## src/rtl/gcr_pkg.sv

```systemverilog
`timescale 1ns / 1ps
package gcr_pkg;

    localparam int DefaultPanelWidth  = 128;
    localparam int DefaultPanelHeight = 8;

    localparam int GlyphCols  = 5;
    localparam int GlyphRows  = 7;
    localparam int AsciiMax   = 127;
    localparam int FontDepth  = 640;
    localparam int GammaDepth = 256;

    // column and row of a pixel request, wide enough for a glyph that runs past 11 bits
    localparam int ColW = 13;
    localparam int RowW = 6;

    typedef enum logic [1:0] {
        KIND_LOAD_FONT  = 2'd0,
        KIND_LOAD_GAMMA = 2'd1,
        KIND_GLYPH      = 2'd2,
        KIND_PIXEL      = 2'd3
    } t_kind;

    localparam logic REG_MIRROR_H = 1'b0;
    localparam logic REG_MIRROR_V = 1'b1;

    typedef struct packed {
        logic                   valid;
        logic signed [ColW-1:0] col;
        logic signed [RowW-1:0] row;
        logic [7:0]             level;
        logic [10:0]            next_x;
        logic                   last;
    } t_pix_req;

    typedef struct packed {
        logic       we;
        logic [7:0] addr;
        logic [7:0] data;
    } t_gamma_wr;

endpackage

```

## src/rtl/gcr_pixel_unit.sv

```systemverilog
`timescale 1ns / 1ps
module gcr_pixel_unit #(
    parameter int PANEL_WIDTH  = gcr_pkg::DefaultPanelWidth,
    parameter int PANEL_HEIGHT = gcr_pkg::DefaultPanelHeight
) (
    input  logic                i_clk,
    input  logic                i_rst_n,
    input  logic                i_mirror_h,
    input  logic                i_mirror_v,
    input  gcr_pkg::t_pix_req   i_req,
    input  gcr_pkg::t_gamma_wr  i_gwr,
    output logic                o_strobe,
    output logic                o_written,
    output logic [9:0]          o_pixel_address,
    output logic [7:0]          o_pixel_value,
    output logic [10:0]         o_next_x,
    output logic                o_last
);

    localparam int CW = $clog2(PANEL_WIDTH);
    localparam int RW = $clog2(PANEL_HEIGHT);
    localparam int AW = $clog2(PANEL_WIDTH * PANEL_HEIGHT);
    localparam int LW = (AW > 10) ? AW : 10;

    // stage A: request
    gcr_pkg::t_pix_req r_a;

    // stage B: address and gamma lookup
    logic        r_b_valid;
    logic        r_b_written;
    logic [9:0]  r_b_addr;
    logic [7:0]  r_b_level;
    logic [7:0]  r_b_gq;
    logic        r_b_gv;
    logic [10:0] r_b_next_x;
    logic        r_b_last;

    // stage C: outputs
    logic        r_c_valid;
    logic        r_c_written;
    logic [9:0]  r_c_addr;
    logic [7:0]  r_c_value;
    logic [10:0] r_c_next_x;
    logic        r_c_last;

    logic [7:0] r_gmem [gcr_pkg::GammaDepth];
    logic [gcr_pkg::GammaDepth-1:0] r_gvalid;

    logic          in_panel;
    logic [CW-1:0] col_u;
    logic [RW-1:0] row_u;
    logic [CW-1:0] col_m;
    logic [RW-1:0] row_m;
    logic [LW-1:0] lin;

    always_comb begin
        in_panel = (r_a.col >= $signed(gcr_pkg::ColW'(0)))
                && (r_a.col <  $signed(gcr_pkg::ColW'(PANEL_WIDTH)))
                && (r_a.row >= $signed(gcr_pkg::RowW'(0)))
                && (r_a.row <  $signed(gcr_pkg::RowW'(PANEL_HEIGHT)));
        col_u = r_a.col[CW-1:0];
        row_u = r_a.row[RW-1:0];
        col_m = i_mirror_h ? CW'(PANEL_WIDTH - 1) - col_u : col_u;
        row_m = i_mirror_v ? RW'(PANEL_HEIGHT - 1) - row_u : row_u;
        lin   = LW'(row_m) * LW'(PANEL_WIDTH) + LW'(col_m);
    end

    always_ff @(posedge i_clk) begin
        if (i_gwr.we) begin
            r_gmem[i_gwr.addr] <= i_gwr.data;
        end
        r_b_gq <= r_gmem[r_a.level];
    end

    always_ff @(posedge i_clk) begin
        if (!i_rst_n) begin
            r_gvalid  <= '0;
            r_a       <= '0;
            r_b_valid <= 1'b0;
            r_c_valid <= 1'b0;
        end else begin
            if (i_gwr.we) begin
                r_gvalid[i_gwr.addr] <= 1'b1;
            end
            r_a       <= i_req;
            r_b_valid <= r_a.valid;
            r_c_valid <= r_b_valid;
        end
    end

    always_ff @(posedge i_clk) begin
        r_b_written <= in_panel;
        r_b_addr    <= in_panel ? lin[9:0] : 10'd0;
        r_b_level   <= r_a.level;
        r_b_gv      <= r_gvalid[r_a.level];
        r_b_next_x  <= r_a.next_x;
        r_b_last    <= r_a.last;

        r_c_written <= r_b_written;
        r_c_addr    <= r_b_addr;
        // an entry never loaded passes the level through unchanged, as its identity value
        r_c_value   <= !r_b_written ? 8'd0 : (r_b_gv ? r_b_gq : r_b_level);
        r_c_next_x  <= r_b_next_x;
        r_c_last    <= r_b_last;
    end

    assign o_strobe        = r_c_valid;
    assign o_written       = r_c_written;
    assign o_pixel_address = r_c_addr;
    assign o_pixel_value   = r_c_value;
    assign o_next_x        = r_c_next_x;
    assign o_last          = r_c_last;

endmodule
```

## config.mk

```make
export PLATFORM = sky130hd
export DESIGN_NAME = gcr_pixel_unit
export DESIGN_NICKNAME = d
export VERILOG_FILES = /design/src/rtl/gcr_pkg.sv /design/src/rtl/gcr_pixel_unit.sv
export SDC_FILE = /design/constraint.sdc
export NUM_CORES = 2
export LEC_CHECK = 0
export BUFFER_PORTS_ARGS = -buffer_cell sky130_fd_sc_hd__buf_4
export CELL_PAD_IN_SITES_DETAIL_PLACEMENT = 1
export CELL_PAD_IN_SITES_GLOBAL_PLACEMENT = 1
export CORE_UTILIZATION = 50
export DETAILED_ROUTE_END_ITERATION = 16
export GPL_TIMING_DRIVEN = 0
export HOLD_SLACK_MARGIN = 0.06
export PLACE_DENSITY = 0.76
export SYNTH_ARGS = -nofsm -noshare
export SYNTH_HDL_FRONTEND = slang
export SYNTH_SLANG_ARGS = --single-unit
```

## constraint.sdc

```tcl
create_clock -name i_clk -period 4 [get_ports i_clk]
set_input_delay 0.4 -clock i_clk [delete_from_list [all_inputs] [get_ports i_clk]]
set_output_delay 0.4 -clock i_clk [all_outputs]
set_load 0.05 [all_outputs]
```

Word level (Yosys, flattened, before mapping)
Memory sizes are Yosys's and may differ from the RTL's. A register that Yosys moved wholly into a read port is not among the register bits.
Index checks and enable logic that the tools add are counted.

word-level totals
  register bits = 361
  memory bits (writable) = 2048
  input port bits = 61
  output and inout port bits = 32
  word-level logic and storage cells = 45
  memories kept = 1

memory list
  memory  words  bits a word  read ports  clocked after Yosys merged registers in  wr ports  line                  source
  r_gmem  256    8            1           1                                        1         gcr_pixel_unit.sv:46  logic [7:0] r_gmem [gcr_pkg::GammaDepth];

cells by class
  $add $sub $neg = 3
  order comparisons = 7
  mux-type cells = 9
  bitwise gates (word level) = 1
  reductions and logical operators = 4

operators by type and width
  kind                 count
  $or 256x256->256     1
  $lt 8x9->1 const B   2
  $ge 13x1->1 const B  1
  $lt 13x9->1 const B  1
  $add 10x7->10        1
  $bmux 1 s8           1
  $demux 1 s8          1
  $ge 8x1->1 const B   1
  $mux 8               1
  $mux 7               1
  $sub 7x7->7 const A  1
  $ge 6x1->1 const B   1
  $lt 6x5->1 const B   1
  $logic_and 1x1->1    4
  $mux 1               4
  $mux 3               1
  $sub 3x3->3 const A  1

Depth between registers and ports, before layout
  depth in word-level cells = 5
  gate-level depth with buffers = 14
  gate-level depth less buffers = 7

Least setup slack after synthesis
OpenSTA, ideal clock, no wires.

  path kind = flip-flop to flip-flop
  start = register r_a[12] (netlist name)
  end = register r_b_gq[0], read port of r_gmem
  setup time = 0.127 ns
  data arrival time = 2.332 ns
  data required time = 3.873 ns
  path slack = 1.541 ns
  stages on the path, launching flop included = 11
  path buffers = 5
  clock period less this slack = 2.459 ns
  cell sequence = dfxtp_1 buf_6 buf_6 buf_6 buf_8 buf_2 mux4_2 a22oi_1 a21oi_1 nor4_1 nor4_1

RTL lines
  element                 line                  source
  start, declared         gcr_pixel_unit.sv:26  gcr_pkg::t_pix_req r_a;
  start signal, assigned  gcr_pixel_unit.sv:85  r_a <= i_req;
  end, declared           gcr_pixel_unit.sv:33  logic [7:0] r_b_gq;

Final worst setup path
  start = register r_a[17] (netlist name)
  end = register r_b_gv

on the way
  longest elaborated chain between the ends = 2

ends and longest elaborated chain
  element                       line                  source
  $bmux 1 s8                    gcr_pixel_unit.sv:95  r_b_gv <= r_gvalid[r_a.level];
  $mux 1 (not written as such)  gcr_pixel_unit.sv:95
  end signal, assigned          gcr_pixel_unit.sv:95
  end, declared                 gcr_pixel_unit.sv:34  logic r_b_gv;

Every way passes these cells. The select of a mux whose other input is x is not followed.
A chain may end at the register's enable or synchronous reset.

==> results by group <==
Run status
  • Status: complete, but fails checks
  • Failing checks: max-capacitance violations, max-slew violations, negative setup slack

STA
  • Period minus WS final: ~4.3 ns
  • Clock Skews: slightly below 0.06 ns
  • Final worst-path cycle share: 1.07
  • Worst-Margin Slew: 1.61 ns
  • Setup violators final: 9
  • Slew Viols, Final: 31
  • Slew headroom: -0.0759
  • RSZ-0062 raised after global routing: true
  • PnR worst setup slack: -0.288 ns
  • F_max: 0.233 GHz
  • Final hold vios: 0

Route
  • DR vias/cell: 7.10
  • Via count: around 55000
  • ANT nets after route: 0
  • Avg WL per Cell: 44.9 um
  • Number of detailed-route iterations in the first pass: 6
  • Total Wirelength: 346000 um
  • Residual DRC: 0
  • Starting DRC count in detailed routing: 10200

Logic synthesis
  • Synth warnings: 0
  • Post-synth EDFFs: 2048
  • Asr flop ratio synth: 0
  • Main flop type after synthesis: edfxtp_1
  • Syn nets: 4798
  • Post-synthesis sequential area ratio: 0.750
  • Synth unique cells: 56
  • Syn Area/Cell: 19.4 sq um
  • Register bit total from synthesis: 2417
  • Mapped cell area: about 0.092 sq mm
  • Post-Syn Instances: 4737

Clock tree
  • Clock Latency Late Sink: 0.92 ns
  • H-tree levels: 4
  • Num CTS Buffers: between 200 and 250
  • Clock Sinks: 2417
  • CTS tree: done
  • CTS max path bufs: 3
  • Clock slew seen by the registers of the worst setup and hold paths: 0.06 ns
  • CTS Root Cell: clkbuf_16

Floorplan
  • Die H: 431 um
  • Core Box Area: approximately 0.18 sq mm
  • FP Rows: ~160
  • Die area: 0.185 sq mm
  • IO Pins: 93
  • Die width: 431 um
  • Initial Utilization: 0.506

Setup path
  • Crit path cell chain: clkbuf_1 > nand2b_1 > clkbuf_1 > o311ai_0 > nor4_4 > nor4_1
  • Top cell by count, worst path: clkbuf_1
  • Arr. time, crit path: between 5 and 6 ns
  • Worst Path Buf+Inv: 2
  • Worst endpoint required time: roughly 4.8 ns
  • Worst setup SP type: flop
  • CP max FO: 10
  • Worst setup EP type: flop
  • Worst path slowest cell: clkbuf_1
  • Worst Setup Path Type: reg -> reg
  • Max incr delay on CP: 0.86 ns
  • Largest delay share family, worst path: buffers and inverters

Layout
  • Share of post-route cells with drive strength above 1: 0.234
  • Fin cells: 7701
  • Area grow syn2layout: 14.6%
  • Fin area: ~0.11 sq mm
  • Layout Utilization: 0.579
  • Fill cells: 15600
  • Layout Nets: 5169

Place
  • Dpl hpwl: 222000 um
  • IO buf count: between 80 and 90
  • Area post-placement: 0.0957 sq mm
  • Dpl cells: between 7000 and 8000
  • GP Congestion: around 1.0
  • Dpl ws: -2.31 ns

GRT
  • Initial antenna violation count: 24
  • GRT overflow: 0
  • Met1 usage: 0.459
  • GR Layer Usage met2: 0.544
  • First-pass GRT wire length: roughly 460000 um
  • Pin count of the biggest net entering global routing: between 150 and 200
  • Most Used Layer, Global Route: met2
  • Met3 Use GR: 0.139
  • Vias in the first global route: roughly 54000
  • Total track usage: 0.372

Flow run
  • Max-Cap Viols: 3

Pwr
  • Peak VDD IR: around 0.47 mV
  • Pleak: 33.3 nW
  • Final Total Pwr: between 0.05 and 0.06 W
  • Power per cell area: 513 mW/mm^2

Worst hold path
  • Hold Crit Class: in -> reg
## layout by cell type, fill, tap and decap left out, drive strengths merged, types with 17 or more instances in the layout
master / count
a211oi: 37
a21oi: 108
a221oi: 20
a22oi: 29
and2: 45
buf: 232
bufinv: 17
clkbuf: 481
clkinv: 81
dfxtp: 369
diode: 17
dlygate4sd3: 49
edfxtp: 2048
mux2i: 267
mux4: 484
nand2: 77
nand3: 29
nor2: 295
nor2b: 29
nor3: 35
nor4: 24
o21a: 256
o21ai: 18
o221ai: 80
o22ai: 55
## Yosys cell counts (11+ instances only)
cell | n | area (sq um)
buf_2 | 52 | 260
and2_1 | 45 | 282
o22ai_1 | 55 | 344
o21a_1 | 256 | 1920
clkbuf_1 | 154 | 578
o21ai_0 | 12 | 60.1
and3_1 | 11 | 68.8
a211oi_1 | 37 | 278
a221oi_1 | 20 | 175
edfxtp_1 | 2048 | 61500
nor3_1 | 35 | 175
a22o_1 | 15 | 131
o31ai_1 | 14 | 105
buf_1 | 14 | 52.6
nand3_1 | 29 | 145
nor2b_1 | 29 | 181
buf_4 | 23 | 173
o221ai_1 | 80 | 701
mux2i_1 | 267 | 2670
nor4_1 | 24 | 150
dfxtp_1 | 369 | 7390
mux4_2 | 484 | 10900
a22oi_1 | 29 | 218
a21oi_1 | 108 | 541
nand2_1 | 77 | 289
buf_6 | 53 | 597
nor2_1 | 295 | 1110
## worst paths after layout
kind | cells past startpoint | slack (ns) | from | end
worst max-delay path | 6 | -0.29 | r_a[17] | r_b_gv
worst min-delay path | 1 | 0.16 | i_gwr[7] | r_gmem[152][7]
worst max register to register | 6 | -0.29 | r_a[17] | r_b_gv
worst min register to register | 0 | 0.33 | r_b_next_x[1] | o_next_x[1]
## power by group
group	switching [W]	internal [W]	leakage [nW]
Clock	0.0100	0.0129	3.91
Sequential	0.0000564	0.0274	21.4
Combinational	0.00258	0.00100	7.98
## repair_timing
item                                    CTS  global route
hold endpoints to repair                 99             0
setup buffers                             0             0
gates cloned                              0             0
endpoints found under the setup margin    9             9
gates resized for setup                 236            54
hold buffers                             49             0
pin swaps                                 7             8
## metal layers
layer  vias to the layer above  part of all wire
met5                         -           0.00013
met4                         8             0.081
met3                      1088              0.15
met2                      4939              0.44
met1                     28600              0.33
li1                      20100                 -
## per-stage QoR
step	hold slack (ns)	TNS, ns
6_report	0.156	-1.82
5_1_grt	0.169	-0.0701
4_1_cts	0.140	-0.0358
3_5_place_dp	0.313	-16.84
3_3_place_gp	0.310	-17.95
2_1_floorplan	0.310	0
## flip-flops by register name, indices dropped and copies added (netlist names), 7 cells and up
| name | flops |
|---|---|
| col_u | 7 |
| o_next_x | 11 |
| o_pixel_address | 10 |
| o_pixel_value | 8 |
| r_a | 33 |
| r_b_addr | 10 |
| r_b_gq | 8 |
| r_b_level | 8 |
| r_b_next_x | 11 |
| r_gmem | 2048 |
| r_gvalid | 256 |
## area by class of cell
class | instances | area [sq um] | area share
Timing Repair Buffer | 141 | 1410 | 0.0134
Tap cell | 2370 | 2970 | 0.0282
Clock buffer | 328 | 6740 | 0.0641
Multi-Input combinational cell | 2011 | 21700 | 0.206
Clock inverter | 112 | 1200 | 0.0114
Sequential cell | 2417 | 68900 | 0.655
Antenna cell | 17 | 42.5 | 0.000404
Inverter | 6 | 25.0 | 0.000238
Buffer | 299 | 2240 | 0.0213
## kinds of logic (layout without fill, tap and decap cells)
kind of cell,Yosys count,count (layout),synth area share
AOI/OAI and AO/OA,669,669,0.0524
DFF,2417,2417,0.750
muxes,757,757,0.149
buffers and inverters,309,886,0.0195
xor gates and xnor gates,10,10,0.000954
and+or+nand+nor,575,575,0.0283
other,0,17,0
## worst register-to-register path: stages (launching register included)
cell and delay (ns):
dfxtp_1 0.73, clkbuf_1 0.70, nand2b_1 0.77, clkbuf_1 0.86
o311ai_0 0.42, nor4_4 0.53, nor4_1 0.13
Power figures use the tool's default switching activity.
